`src/sv/apdu_pkg.sv`:
```
// Shared types and constants for the APDU command parser.
// No dependencies; the top level and the checker use it by scoped names.

package apdu_pkg;

    // Command case codes carried on the summary word.
    localparam logic [2:0] CASE_1      = 3'd0;
    localparam logic [2:0] CASE_2S     = 3'd1;
    localparam logic [2:0] CASE_3S     = 3'd2;
    localparam logic [2:0] CASE_4S     = 3'd3;
    localparam logic [2:0] CASE_2E     = 3'd4;
    localparam logic [2:0] CASE_3E     = 3'd5;
    localparam logic [2:0] CASE_4E     = 3'd6;

    // Result kinds.
    localparam logic KIND_DATA    = 1'b0;
    localparam logic KIND_SUMMARY = 1'b1;

    // Le values for a zero encoding.
    localparam logic [16:0] LE_SHORT_ZERO = 17'd256;
    localparam logic [16:0] LE_EXT_ZERO   = 17'd65536;

    // Saturation limit of the byte counter.
    localparam logic [16:0] POS_MAX = 17'h1FFFF;

    // Number of header bytes kept (CLA, INS, P1, P2 and the fifth byte).
    localparam int HDR_BYTES = 5;

    // Output queue geometry.
    localparam int FIFO_DEPTH = 4;
    localparam int FIFO_AW    = $clog2(FIFO_DEPTH);
    localparam int FIFO_CW    = $clog2(FIFO_DEPTH + 1);

    typedef struct packed {
        logic        result_kind;
        logic [7:0]  body_byte;
        logic [7:0]  class_byte;
        logic [7:0]  instruction_byte;
        logic [7:0]  param_one;
        logic [7:0]  param_two;
        logic [15:0] body_length;
        logic [16:0] expected_length;
        logic [2:0]  command_case;
        logic        format_error;
        logic        run_end;
    } t_result;

endpackage

```
`src/sv/apdu_if.sv`:
```
// Valid/ready channel interfaces for the APDU command parser.
// No dependencies; the result fields are declared one by one.

interface apdu_cmd_if;
    logic       valid;
    logic       ready;
    logic [7:0] cmd_byte;
    logic       final_byte;

    modport source (output valid, output cmd_byte, output final_byte, input ready);
    modport sink   (input valid, input cmd_byte, input final_byte, output ready);
endinterface

interface apdu_res_if;
    logic        valid;
    logic        ready;
    logic        result_kind;
    logic [7:0]  body_byte;
    logic [7:0]  class_byte;
    logic [7:0]  instruction_byte;
    logic [7:0]  param_one;
    logic [7:0]  param_two;
    logic [15:0] body_length;
    logic [16:0] expected_length;
    logic [2:0]  command_case;
    logic        format_error;
    logic        run_end;

    modport source (
        output valid, output result_kind, output body_byte, output class_byte,
        output instruction_byte, output param_one, output param_two,
        output body_length, output expected_length, output command_case,
        output format_error, output run_end, input ready
    );
    modport sink (
        input valid, input result_kind, input body_byte, input class_byte,
        input instruction_byte, input param_one, input param_two,
        input body_length, input expected_length, input command_case,
        input format_error, input run_end, output ready
    );
endinterface

```
`src/sv/apdu_command_parser.sv`:
```
// Top level of the APDU command parser: byte counter, header capture,
// case decode and a small output queue. Depends on apdu_pkg and apdu_if.
//
//   channel | dir | payload                                   | handshake
//   i_cmd   | in  | cmd_byte, final_byte                      | valid/ready
//   o_res   | out | kind, body byte, header, Lc, Le, case, err | valid/ready
//
// A byte is decoded in the cycle it is accepted and its result words (none,
// one or two) are written to a four-word output queue; a byte can be taken
// every cycle while ready is high. The first result word is queued the cycle
// after acceptance. Input ready is high while the queue has room for two
// words, so a stalled sink stops input once fewer than two slots are free.
// Reset (synchronous, active low) clears the counter, header and queue.

module apdu_command_parser (
    input  logic            i_clk,
    input  logic            i_rst_n,
    apdu_cmd_if.sink        i_cmd,
    apdu_res_if.source      o_res
);

    // Parser state.
    logic [16:0] r_pos;
    logic [7:0]  r_hdr [apdu_pkg::HDR_BYTES];
    logic [15:0] r_len;
    logic [7:0]  r_prev;

    // Output queue.
    apdu_pkg::t_result              r_fifo [apdu_pkg::FIFO_DEPTH];
    logic [apdu_pkg::FIFO_AW-1:0]   r_wr;
    logic [apdu_pkg::FIFO_AW-1:0]   r_rd;
    logic [apdu_pkg::FIFO_CW-1:0]   r_count;

    logic [7:0]  n_hdr [apdu_pkg::HDR_BYTES];
    logic [15:0] n_len;
    logic [7:0]  hdr4;
    logic        is_data;
    logic        in_acc;
    logic        out_acc;
    logic        fin;
    logic [7:0]  b;
    logic [2:0]  cs;
    logic [15:0] lc;
    logic [16:0] le;
    logic        err;
    logic [15:0] ext_le;
    apdu_pkg::t_result res_data;
    apdu_pkg::t_result res_sum;
    apdu_pkg::t_result head;
    logic [apdu_pkg::FIFO_CW-1:0] push_cnt;

    assign b       = i_cmd.cmd_byte;
    assign fin     = i_cmd.final_byte;
    assign in_acc  = i_cmd.valid && i_cmd.ready;
    assign out_acc = o_res.valid && o_res.ready;

    // Header and length bytes including the byte now arriving.
    always_comb begin
        for (int k = 0; k < apdu_pkg::HDR_BYTES; k++) begin
            n_hdr[k] = r_hdr[k];
        end
        n_len = r_len;
        if (r_pos < 17'd5) begin
            n_hdr[r_pos[2:0]] = b;
        end else if (r_pos == 17'd5) begin
            n_len = {b, r_len[7:0]};
        end else if (r_pos == 17'd6) begin
            n_len = {r_len[15:8], b};
        end
    end

    assign hdr4 = n_hdr[4];

    // A body byte falls inside the Lc span; it is passed on before the
    // message is known to be well formed.
    always_comb begin
        is_data = 1'b0;
        if (r_pos >= 17'd5) begin
            if (hdr4 != 8'd0) begin
                is_data = r_pos < ({9'd0, hdr4} + 17'd5);
            end else if (r_pos >= 17'd7 && n_len != 16'd0) begin
                is_data = r_pos < ({1'b0, n_len} + 17'd7);
            end
        end
    end

    assign ext_le = {r_prev, b};

    // Case decode on the final byte; message length is r_pos + 1.
    always_comb begin
        cs  = apdu_pkg::CASE_1;
        lc  = 16'd0;
        le  = 17'd0;
        err = 1'b0;
        if (r_pos < 17'd3) begin
            err = 1'b1;
        end else if (r_pos == 17'd3) begin
            cs = apdu_pkg::CASE_1;
        end else if (r_pos == 17'd4) begin
            cs = apdu_pkg::CASE_2S;
            le = (hdr4 == 8'd0) ? apdu_pkg::LE_SHORT_ZERO : {9'd0, hdr4};
        end else if (hdr4 == 8'd0 && r_pos >= 17'd6) begin
            if (n_len == 16'd0) begin
                // Extended form with Lc zero takes any trailing bytes.
                cs = apdu_pkg::CASE_2E;
                le = apdu_pkg::LE_EXT_ZERO;
            end else if (r_pos == {1'b0, n_len} + 17'd6) begin
                cs = apdu_pkg::CASE_3E;
                lc = n_len;
            end else if (r_pos == {1'b0, n_len} + 17'd8) begin
                cs = apdu_pkg::CASE_4E;
                lc = n_len;
                le = (ext_le == 16'd0) ? apdu_pkg::LE_EXT_ZERO : {1'b0, ext_le};
            end else begin
                err = 1'b1;
            end
        end else begin
            // A six-byte message with a zero fifth byte lands here as case 2S.
            if (hdr4 == 8'd0) begin
                cs = apdu_pkg::CASE_2S;
                le = apdu_pkg::LE_SHORT_ZERO;
            end else if (r_pos == {9'd0, hdr4} + 17'd4) begin
                cs = apdu_pkg::CASE_3S;
                lc = {8'd0, hdr4};
            end else if (r_pos == {9'd0, hdr4} + 17'd5) begin
                cs = apdu_pkg::CASE_4S;
                lc = {8'd0, hdr4};
                le = (b == 8'd0) ? apdu_pkg::LE_SHORT_ZERO : {9'd0, b};
            end else begin
                err = 1'b1;
            end
        end
        if (err) begin
            cs = apdu_pkg::CASE_1;
            lc = 16'd0;
            le = 17'd0;
        end
    end

    always_comb begin
        res_data             = '0;
        res_data.result_kind = apdu_pkg::KIND_DATA;
        res_data.body_byte   = b;
        res_data.run_end     = !fin;

        res_sum                  = '0;
        res_sum.result_kind      = apdu_pkg::KIND_SUMMARY;
        res_sum.class_byte       = n_hdr[0];
        res_sum.instruction_byte = n_hdr[1];
        res_sum.param_one        = n_hdr[2];
        res_sum.param_two        = n_hdr[3];
        res_sum.body_length      = lc;
        res_sum.expected_length  = le;
        res_sum.command_case     = cs;
        res_sum.format_error     = err;
        res_sum.run_end          = 1'b1;
    end

    assign push_cnt = in_acc
        ? (apdu_pkg::FIFO_CW'(is_data) + apdu_pkg::FIFO_CW'(fin))
        : '0;

    // Parser state update.
    always_ff @(posedge i_clk) begin
        if (!i_rst_n) begin
            r_pos  <= '0;
            r_len  <= '0;
            r_prev <= '0;
            for (int k = 0; k < apdu_pkg::HDR_BYTES; k++) begin
                r_hdr[k] <= '0;
            end
        end else if (in_acc) begin
            if (fin) begin
                r_pos  <= '0;
                r_len  <= '0;
                r_prev <= '0;
                for (int k = 0; k < apdu_pkg::HDR_BYTES; k++) begin
                    r_hdr[k] <= '0;
                end
            end else begin
                r_prev <= b;
                if (r_pos != apdu_pkg::POS_MAX) begin
                    r_pos <= r_pos + 17'd1;
                end
                r_len <= n_len;
                for (int k = 0; k < apdu_pkg::HDR_BYTES; k++) begin
                    r_hdr[k] <= n_hdr[k];
                end
            end
        end
    end

    // Output queue: the data word, when present, goes in ahead of the summary.
    always_ff @(posedge i_clk) begin
        if (in_acc) begin
            if (is_data) begin
                r_fifo[r_wr] <= res_data;
                if (fin) begin
                    r_fifo[r_wr + apdu_pkg::FIFO_AW'(1)] <= res_sum;
                end
            end else if (fin) begin
                r_fifo[r_wr] <= res_sum;
            end
        end
    end

    always_ff @(posedge i_clk) begin
        if (!i_rst_n) begin
            r_wr    <= '0;
            r_rd    <= '0;
            r_count <= '0;
        end else begin
            r_wr    <= r_wr + apdu_pkg::FIFO_AW'(push_cnt);
            r_rd    <= r_rd + apdu_pkg::FIFO_AW'(out_acc);
            r_count <= r_count + push_cnt - apdu_pkg::FIFO_CW'(out_acc);
        end
    end

    assign i_cmd.ready = r_count <= apdu_pkg::FIFO_CW'(apdu_pkg::FIFO_DEPTH - 2);

    assign head                   = r_fifo[r_rd];
    assign o_res.valid            = r_count != '0;
    assign o_res.result_kind      = head.result_kind;
    assign o_res.body_byte        = head.body_byte;
    assign o_res.class_byte       = head.class_byte;
    assign o_res.instruction_byte = head.instruction_byte;
    assign o_res.param_one        = head.param_one;
    assign o_res.param_two        = head.param_two;
    assign o_res.body_length      = head.body_length;
    assign o_res.expected_length  = head.expected_length;
    assign o_res.command_case     = head.command_case;
    assign o_res.format_error     = head.format_error;
    assign o_res.run_end          = head.run_end;

    // The queue never holds more words than it has slots.
    a_no_overflow: assert property (@(posedge i_clk) disable iff (!i_rst_n)
        r_count <= apdu_pkg::FIFO_CW'(apdu_pkg::FIFO_DEPTH))
        else $error("output queue overflow");

    // A final byte returns the parser to the start of a message.
    a_clear_on_final: assert property (@(posedge i_clk) disable iff (!i_rst_n)
        (in_acc && fin) |=> (r_pos == 17'd0 && r_len == 16'd0))
        else $error("parser state not cleared after final byte");

    // A format error never carries a length or case.
    a_err_zero: assert property (@(posedge i_clk) disable iff (!i_rst_n)
        (o_res.valid && o_res.result_kind == apdu_pkg::KIND_SUMMARY && o_res.format_error)
        |-> (o_res.body_length == 16'd0 && o_res.expected_length == 17'd0
             && o_res.command_case == apdu_pkg::CASE_1))
        else $error("format error summary carries length fields");

    // A data word is never the last word of a final byte.
    a_data_not_last: assert property (@(posedge i_clk) disable iff (!i_rst_n)
        (in_acc && fin && is_data) |=> (r_fifo[$past(r_wr)].run_end == 1'b0))
        else $error("data word on final byte marked as run end");

endmodule

```
`src/flat_wrapper.sv`:
```
// flat-port wrapper written by rule: the top's interface ports become plain ports
module apdu_command_parser_flat 
  (i_clk, i_rst_n, i_cmd_valid, i_cmd_cmd_byte, i_cmd_final_byte, i_cmd_ready, o_res_valid, o_res_result_kind, o_res_body_byte, o_res_class_byte, o_res_instruction_byte, o_res_param_one, o_res_param_two, o_res_body_length, o_res_expected_length, o_res_command_case, o_res_format_error, o_res_run_end, o_res_ready);
  apdu_cmd_if i_cmd_i ();
  apdu_res_if o_res_i ();
  input  logic i_clk;
  input  logic i_rst_n;
  input wire logic [$bits(i_cmd_i.valid)-1:0] i_cmd_valid;
  input wire logic [$bits(i_cmd_i.cmd_byte)-1:0] i_cmd_cmd_byte;
  input wire logic [$bits(i_cmd_i.final_byte)-1:0] i_cmd_final_byte;
  output wire logic [$bits(i_cmd_i.ready)-1:0] i_cmd_ready;
  output wire logic [$bits(o_res_i.valid)-1:0] o_res_valid;
  output wire logic [$bits(o_res_i.result_kind)-1:0] o_res_result_kind;
  output wire logic [$bits(o_res_i.body_byte)-1:0] o_res_body_byte;
  output wire logic [$bits(o_res_i.class_byte)-1:0] o_res_class_byte;
  output wire logic [$bits(o_res_i.instruction_byte)-1:0] o_res_instruction_byte;
  output wire logic [$bits(o_res_i.param_one)-1:0] o_res_param_one;
  output wire logic [$bits(o_res_i.param_two)-1:0] o_res_param_two;
  output wire logic [$bits(o_res_i.body_length)-1:0] o_res_body_length;
  output wire logic [$bits(o_res_i.expected_length)-1:0] o_res_expected_length;
  output wire logic [$bits(o_res_i.command_case)-1:0] o_res_command_case;
  output wire logic [$bits(o_res_i.format_error)-1:0] o_res_format_error;
  output wire logic [$bits(o_res_i.run_end)-1:0] o_res_run_end;
  input wire logic [$bits(o_res_i.ready)-1:0] o_res_ready;
  assign i_cmd_i.valid = i_cmd_valid;
  assign i_cmd_i.cmd_byte = i_cmd_cmd_byte;
  assign i_cmd_i.final_byte = i_cmd_final_byte;
  assign i_cmd_ready = i_cmd_i.ready;
  assign o_res_valid = o_res_i.valid;
  assign o_res_result_kind = o_res_i.result_kind;
  assign o_res_body_byte = o_res_i.body_byte;
  assign o_res_class_byte = o_res_i.class_byte;
  assign o_res_instruction_byte = o_res_i.instruction_byte;
  assign o_res_param_one = o_res_i.param_one;
  assign o_res_param_two = o_res_i.param_two;
  assign o_res_body_length = o_res_i.body_length;
  assign o_res_expected_length = o_res_i.expected_length;
  assign o_res_command_case = o_res_i.command_case;
  assign o_res_format_error = o_res_i.format_error;
  assign o_res_run_end = o_res_i.run_end;
  assign o_res_i.ready = o_res_ready;
  apdu_command_parser u_core (.i_clk(i_clk), .i_rst_n(i_rst_n), .i_cmd(i_cmd_i), .o_res(o_res_i));
endmodule
```
`config.mk`:
```
export PLATFORM = sky130hd
export DESIGN_NAME = apdu_command_parser_flat
export DESIGN_NICKNAME = d
export VERILOG_FILES = /design/src/sv/apdu_pkg.sv /design/src/sv/apdu_if.sv /design/src/sv/apdu_command_parser.sv /design/src/flat_wrapper.sv
export SDC_FILE = /design/constraint.sdc
export NUM_CORES = 1
export LEC_CHECK = 0
export CELL_PAD_IN_SITES_DETAIL_PLACEMENT = 1
export CELL_PAD_IN_SITES_GLOBAL_PLACEMENT = 1
export CORE_MARGIN = 3
export CORE_UTILIZATION = 30
export DETAILED_ROUTE_END_ITERATION = 8
export DONT_BUFFER_PORTS = 1
export PLACE_DENSITY_LB_ADDON = 0.1
export REMOVE_ABC_BUFFERS = 1
export SLEW_MARGIN = 10
export SYNTH_ARGS = -nofsm -noshare
export SYNTH_HDL_FRONTEND = slang
export SYNTH_SLANG_ARGS = --single-unit
```
`constraint.sdc`:
```
create_clock -name i_clk -period 12.7 [get_ports i_clk]
set_input_delay 2.54 -clock i_clk [delete_from_list [all_inputs] [get_ports i_clk]]
set_output_delay 2.54 -clock i_clk [all_outputs]
set_load 0.01 [all_outputs]
```
==> impl_metrics.ini, run 1 <==
[cells_and_area]
final_cell_count_no_fill = 2640
layout_common_cells = edfxtp_1, nor2_1, dfxtp_1
drive_gt1_frac = 0.1291
layout_commonest_cell = edfxtp_1
nets = 1790
final_util = 0.3424
fill_cells = 7267
area_delta_synth_final_pct = 12.06
final_area_um2 = 23200

[sta]
slew_headroom = 0.1937
finalHoldViolations = 0
report.final.slew_viol_count = 0
fmaxAchievable_ghz = 0.1114
finalWorstSetupSlack_ns = 3.720
min_period_ns = 8.980
finalHoldWorstSlack_ns = 0.4649
final.setup.tns_ns = 0
finalSetupViolations = 0
rsz0062_at_grt = false
period_share = 0.7071
tightest_slew_ns = 1.176
finClkSkew_ns = 0.02103

[clocking]
clock-sinks = 404
numCtsBuffers = 48
clk_path_buf_depth = 3
cts_hold_buffers = 0
htree_levels = 2
clockRootBuffer = clkbuf_16
clk_pin_slew_ns = 0.07
postCtsSetupRepairBufs = 0
cts.repair.resized = 0
cts_tree = yes
insertion_delay_ns = 0.60

[global_routing]
grt_overflow = 0
antenna_found_initial = 2
grt_pass1_wl_um = 105900
grt_max_degree = 73
grtUsageTotal = 0.1995
grt_pass1_vias = 15349

[routing]
viasPerCell = 5.438
wl_met3_um = 3027
wl_met1_um = 32960
drtPass1Iterations = 5
drt_iter0_markers = 1064
drc_errors = 0
drt-total-wl_um = 71950
vias = 14355
route.antenna.remaining_nets = 0
wl_met2_um = 33370
avgRoutedWirePerCell_um = 27.25
highest_layer = met4

[synthesis]
ys_warn_count = 0
synth_edf_count = 316
syn_area_per_cell_um2 = 11.78
synth_seq_cells = 404
async_reset_ff_frac = 0
ys_seq_area_frac = 0.5435
yosysUniqueCellTypes = 81
synthCells = 1758
synth-main-ff-cell = edfxtp_1
synthesis.area_um2 = 20700

[pwr]
p_int_mw = 2.563
max-vdd-ir-drop_uv = 97.09
cellLeakagePower_nw = 7.858
p_sw_mw = 1.083
power.density_nw_per_um2 = 157.1
sw_frac_of_total = 0.2971
p_seq_frac = 0.443
combPwrFrac = 0.193
power.total_mw = 3.646
p_clk_frac = 0.364

[critical_path]
r2r_slack_ns = 3.72
crit_fanout = 43
cp-end-kind = flip-flop
critical_path_arrival_ns = 9.22
startpoint_type = flip-flop
r2r-end = u_core.r_fifo[1][5]$_DFFE_PP_
worst_ep_required_time_ns = 12.94
r2r-start = u_core.r_pos[1]$_SDFFE_PN0P_
criticalPathCategory = flip-flop to flip-flop
reg2regPathDepth = 24

[die]
die_x_um = 268.7
rows = 95
start_util = 0.3055
fp.dieH_um = 268.7
floorplan.io_pins = 94
dieArea_um2 = 72190
fp.coreArea_um2 = 67750

[placed_design]
place_ws_ns = 3.207
place_congestion = 0.8598
dp_cells = 2552
hpwl_um = 46930
placed_cell_area_um2 = 21710
port_buffers = 0

[flow_run]
max_cap_viol_count = 0

[run_status]
outcome = finished clean

[min_path]
hp-start = u_core.r_len[0]$_SDFFE_PN0P_
hold_path_class = flip-flop to flip-flop
min_to = u_core.r_len[0]$_SDFFE_PN0P_
min_path_cells = 2
state kept, by name (all words and copies together) (netlist names):
register        count
u_core.r_fifo     316
u_core.r_hdr       40
u_core.r_prev       8
u_core.r_len       16
u_core.r_count      3
u_core.r_wr         2
u_core.r_pos       17
u_core.r_rd         2
power groups by stage:
stage / clock (mW) / combinational (mW) / sequential (mW)
2_1_floorplan: 0 / 0.495 / 1.65
3_3_place_gp: 0 / 0.725 / 1.64
3_5_place_dp: 0 / 0.726 / 1.65
4_1_cts: 1.37 / 0.728 / 1.62
5_1_grt: 1.41 / 0.768 / 1.63
6_report: 1.33 / 0.703 / 1.62
worst max-delay path, cell delays in order (launching register included):
cell       delay (ns)
dfxtp_1          0.72
inv_1            0.28
ha_1             0.32
or3_1            0.58
nor2_4           0.48
mux2i_1          0.53
ha_1             0.23
inv_1            0.04
o21ai_0          0.49
nand2_1          0.21
a221oi_1         0.29
xor2_1           0.23
ha_1             0.28
a21o_1           0.16
a21oi_1          0.14
nor2_1           0.06
a2111oi_0        0.38
nand4_1          0.47
and2_1           0.33
inv_1            0.07
ha_1             0.17
nand2_1          0.18
nor3_2           0.61
or2_4            0.84
buf_4            0.51
synthesized netlist by cell type (all sizes together), types with 18 or more instances:
cell | count | area share
edfxtp | 316 | 0.46
nor2 | 290 | 0.053
dfxtp | 88 | 0.085
clkbuf | 85 | 0.015
nand2 | 85 | 0.015
nor3 | 84 | 0.020
mux2i | 82 | 0.040
mux4 | 79 | 0.086
o21ai | 67 | 0.016
ha | 47 | 0.028
nand3 | 45 | 0.011
a21oi | 40 | 0.0097
xnor2 | 40 | 0.017
and3 | 34 | 0.010
inv | 34 | 0.0062
buf | 30 | 0.0068
nor4 | 30 | 0.012
xor2 | 24 | 0.010
and2 | 21 | 0.0063
nand4 | 20 | 0.0060
nor2b | 18 | 0.0054
area by class of cell:
cell class                 count  area, µm²  area share
inverter                      35      131.4    0.005663
antenna                        1      2.502   0.0001079
clock inverter                22      193.9    0.008360
multi-input combinational   1204       8965      0.3864
timing repair buffer          36      270.3     0.01165
tap                          873       1092     0.04708
sequential                   404      11260      0.4853
clock buffer                  65       1285     0.05539
worst max-delay path by stage:
| stage | from | end | cells after the start | slack [ns] |
|---|---|---|---|---|
| 6_report | u_core.r_pos[1]$_SDFFE_PN0P_ | u_core.r_fifo[1][5]$_DFFE_PP_ | 24 | 3.72 |
| 5_1_grt | u_core.r_pos[1]$_SDFFE_PN0P_ | u_core.r_fifo[1][7]$_DFFE_PP_ | 25 | 3.02 |
| 4_1_cts | u_core.r_pos[1]$_SDFFE_PN0P_ | u_core.r_fifo[1][10]$_DFFE_PP_ | 24 | 3.31 |
| 3_5_place_dp | i_cmd_cmd_byte[1] | u_core.r_fifo[1][10]$_DFFE_PP_ | 20 | 3.21 |
| 3_3_place_gp | i_cmd_cmd_byte[1] | u_core.r_fifo[1][12]$_DFFE_PP_ | 20 | 3.37 |
| 2_1_floorplan | i_cmd_cmd_byte[2] | u_core.r_fifo[2][10]$_DFFE_PP_ | 19 | 4.61 |
cell families after synthesis:
family                   Yosys count  synth area share
XOR/XNOR                          68           0.03149
buffers and inverters            150           0.02865
AO/OA/AOI/OAI                    234           0.07670
multiplexers                     167            0.1289
flip-flops                       404            0.5435
AND/OR/NAND/NOR                  687            0.1614
adder cells (fa/ha/maj)           48           0.02937
routing by layer:
layer  global-route usage  up-vias
li1                     -     6542
met1               0.2720     7382
met2               0.3234      318
met3              0.03148      113
met4              0.07051        0
met5                    0        -
(Power assumes the default switching activity.)
==> run 2, diff against run 1 <==
==> constraint.sdc (replaced) <==
create_clock -name i_clk -period 7.9 [get_ports i_clk]
set_input_delay 1.58 -clock i_clk [delete_from_list [all_inputs] [get_ports i_clk]]
set_output_delay 1.58 -clock i_clk [all_outputs]
set_load 0.01 [all_outputs]
==> impl_metrics.ini, run 2 (synthesis gave the netlist of run 1 again) <==
[sta]
final.setup.tns_ns = 0
finalHoldViolations = 0
period_share = 0.8587
fmaxAchievable_ghz = 0.1474
rsz0062_at_grt = false
finClkSkew_ns = 0.04247
finalSetupViolations = 0
report.final.slew_viol_count = 0
min_period_ns = 6.784
slew_headroom = 0.2936
tightest_slew_ns = 1.046

[clocking]
insertion_delay_ns = 0.61
cts.repair.resized = 0
clockRootBuffer = clkbuf_16
cts_tree = yes
cts_hold_buffers = 0
numCtsBuffers = 49
htree_levels = 2
clk_pin_slew_ns = 0.06
clk_path_buf_depth = 3
postCtsSetupRepairBufs = 0
clock-sinks = 404

[global_routing]
grtUsageTotal = 0.2032
grt_overflow = 0
grt_pass1_wl_um = 108700
grt_max_degree = 58
antenna_found_initial = 2
grt_pass1_vias = 15820

[critical_path]
crit_fanout = 10
r2r-end = u_core.r_fifo[1][6]$_DFFE_PP_
r2r-start = u_core.r_pos[9]$_SDFFE_PN0P_
critPathMaxStageDelay_ns = 0.50
worst_ep_required_time_ns = 8.32
cp-end-kind = flip-flop
criticalPathCategory = flip-flop to flip-flop
critical_path_arrival_ns = 7.20
reg2regPathDepth = 29
cpMostUsedCell = buf_4
r2r_slack_ns = 1.12
crit_slowest_cell = mux2i_1
startpoint_type = flip-flop

[die]
rows = 95
fp.coreArea_um2 = 67750
dieArea_um2 = 72190
fp.dieH_um = 268.7
die_x_um = 268.7
start_util = 0.3055
floorplan.io_pins = 94

[min_path]
hp-start = u_core.r_fifo[1][78]$_SDFFE_PP1N_
hold_path_class = flip-flop to flip-flop
min_to = u_core.r_fifo[1][78]$_SDFFE_PP1N_
min_path_cells = 2

[placed_design]
place_congestion = 0.8798
placed_cell_area_um2 = 22320
port_buffers = 0
hpwl_um = 48620

[cells_and_area]
largest_register_ffs = 316
area_delta_synth_final_pct = 15.36
fill_cells = 7263
drive_gt1_frac = 0.1588
top_register = u_core.r_fifo
nets = 1853
final_area_um2 = 23880
layout_common_cells = edfxtp_1, nor2_1, buf_4, dfxtp_1, nand2_1
reg.largest.list = u_core.r_fifo x316, u_core.r_hdr x40, u_core.r_pos x17
layout_commonest_cell = edfxtp_1

[routing]
vias = 14776
drt_iter0_markers = 1068
avgRoutedWirePerCell_um = 26.82
drtPass1Iterations = 5
route.antenna.remaining_nets = 0
drt-total-wl_um = 72610
drc_errors = 0
viasPerCell = 5.458

[pwr]
max-vdd-ir-drop_uv = 145.4
cellLeakagePower_nw = 8.227
power.density_nw_per_um2 = 248.7

[flow_run]
max_cap_viol_count = 0

[run_status]
outcome = finished clean
run 2: changes by cell type in the layout (fill, tap and decap cells not counted), moves of 2 or more:
cell      before  now
inv_6          2    5
buf_12         0   12
buf_4         36   86
clkinv_1       6    8
clkbuf_8       2    7
clkinv_2       9    4
run 2: worst max-delay path: cells and delay by family, from the launching register on:
family | cells | cell delay, ns
compound gates | 7 | 1.96
flops | 1 | 0.29
buf+inv | 7 | 1.02
xor+xnor | 1 | 0.20
simple gates | 10 | 1.95
mux | 1 | 0.50
fa+ha+maj | 3 | 0.69
run 2: power by group:
part / internal [mW] / leakage [nW] / switching (mW)
clock: 1.26 / 0.761 / 0.933
combinational: 0.461 / 3.53 / 0.678
sequential: 2.46 / 3.93 / 0.146
run 2: worst max-delay path by stage:
| stage | startpoint | end | slack [ns] | depth (start not counted) |
|---|---|---|---|---|
| floorplan | u_core.r_pos[2]$_SDFFE_PN0P_ | u_core.r_fifo[0][24]$_DFFE_PP_ | 0.04 | 17 |
| detailed placement | i_cmd_cmd_byte[4] | u_core.r_fifo[1][6]$_DFFE_PP_ | 0.95 | 24 |
| global route | u_core.r_pos[9]$_SDFFE_PN0P_ | u_core.r_fifo[1][6]$_DFFE_PP_ | 0.43 | 30 |
| CTS | u_core.r_pos[9]$_SDFFE_PN0P_ | u_core.r_fifo[2][36]$_DFFE_PP_ | 1.12 | 29 |
| global placement | i_cmd_cmd_byte[4] | u_core.r_fifo[1][7]$_DFFE_PP_ | 1.02 | 24 |
| finish | u_core.r_pos[9]$_SDFFE_PN0P_ | u_core.r_fifo[1][6]$_DFFE_PP_ | 1.12 | 29 |
run 2: stage by stage:
stage	power, mW	hold slack [ns]	setup WS, ns	utilization	cells
after floorplan	3.442	0.4244	0.03930	-	1643
after CTS	6.055	0.4859	1.116	0.3524	2705
after global routing	6.218	0.4931	0.4306	0.3524	2705
after detailed placement	3.838	0.4614	0.9482	0.3294	2614
after global placement	3.825	0.4542	1.019	0.3294	2614
final	5.939	0.4784	1.116	0.3525	2707
run 2: final cells by class:
cell class,count,area (µm²),area share
antenna,2,5.005,0.0002096
clock buffer,71,1379,0.05774
clock inverter,20,178.9,0.007492
inverter,35,131.4,0.005501
multi-input combinational,1204,8951,0.3748
sequential,404,11260,0.4714
tap,873,1092,0.04574
timing repair buffer,98,885.9,0.03709
run 2: routing by layer:
| metal | track usage | up-vias | wire length [µm] |
|---|---|---|---|
| met5 | 0 | - | 0 |
| met4 | 0.04339 | 0 | 1230 |
| met3 | 0.02546 | 68 | 2810 |
| met2 | 0.3440 | 284 | 35200 |
| met1 | 0.2801 | 7748 | 33360 |
| li1 | - | 6676 | - |
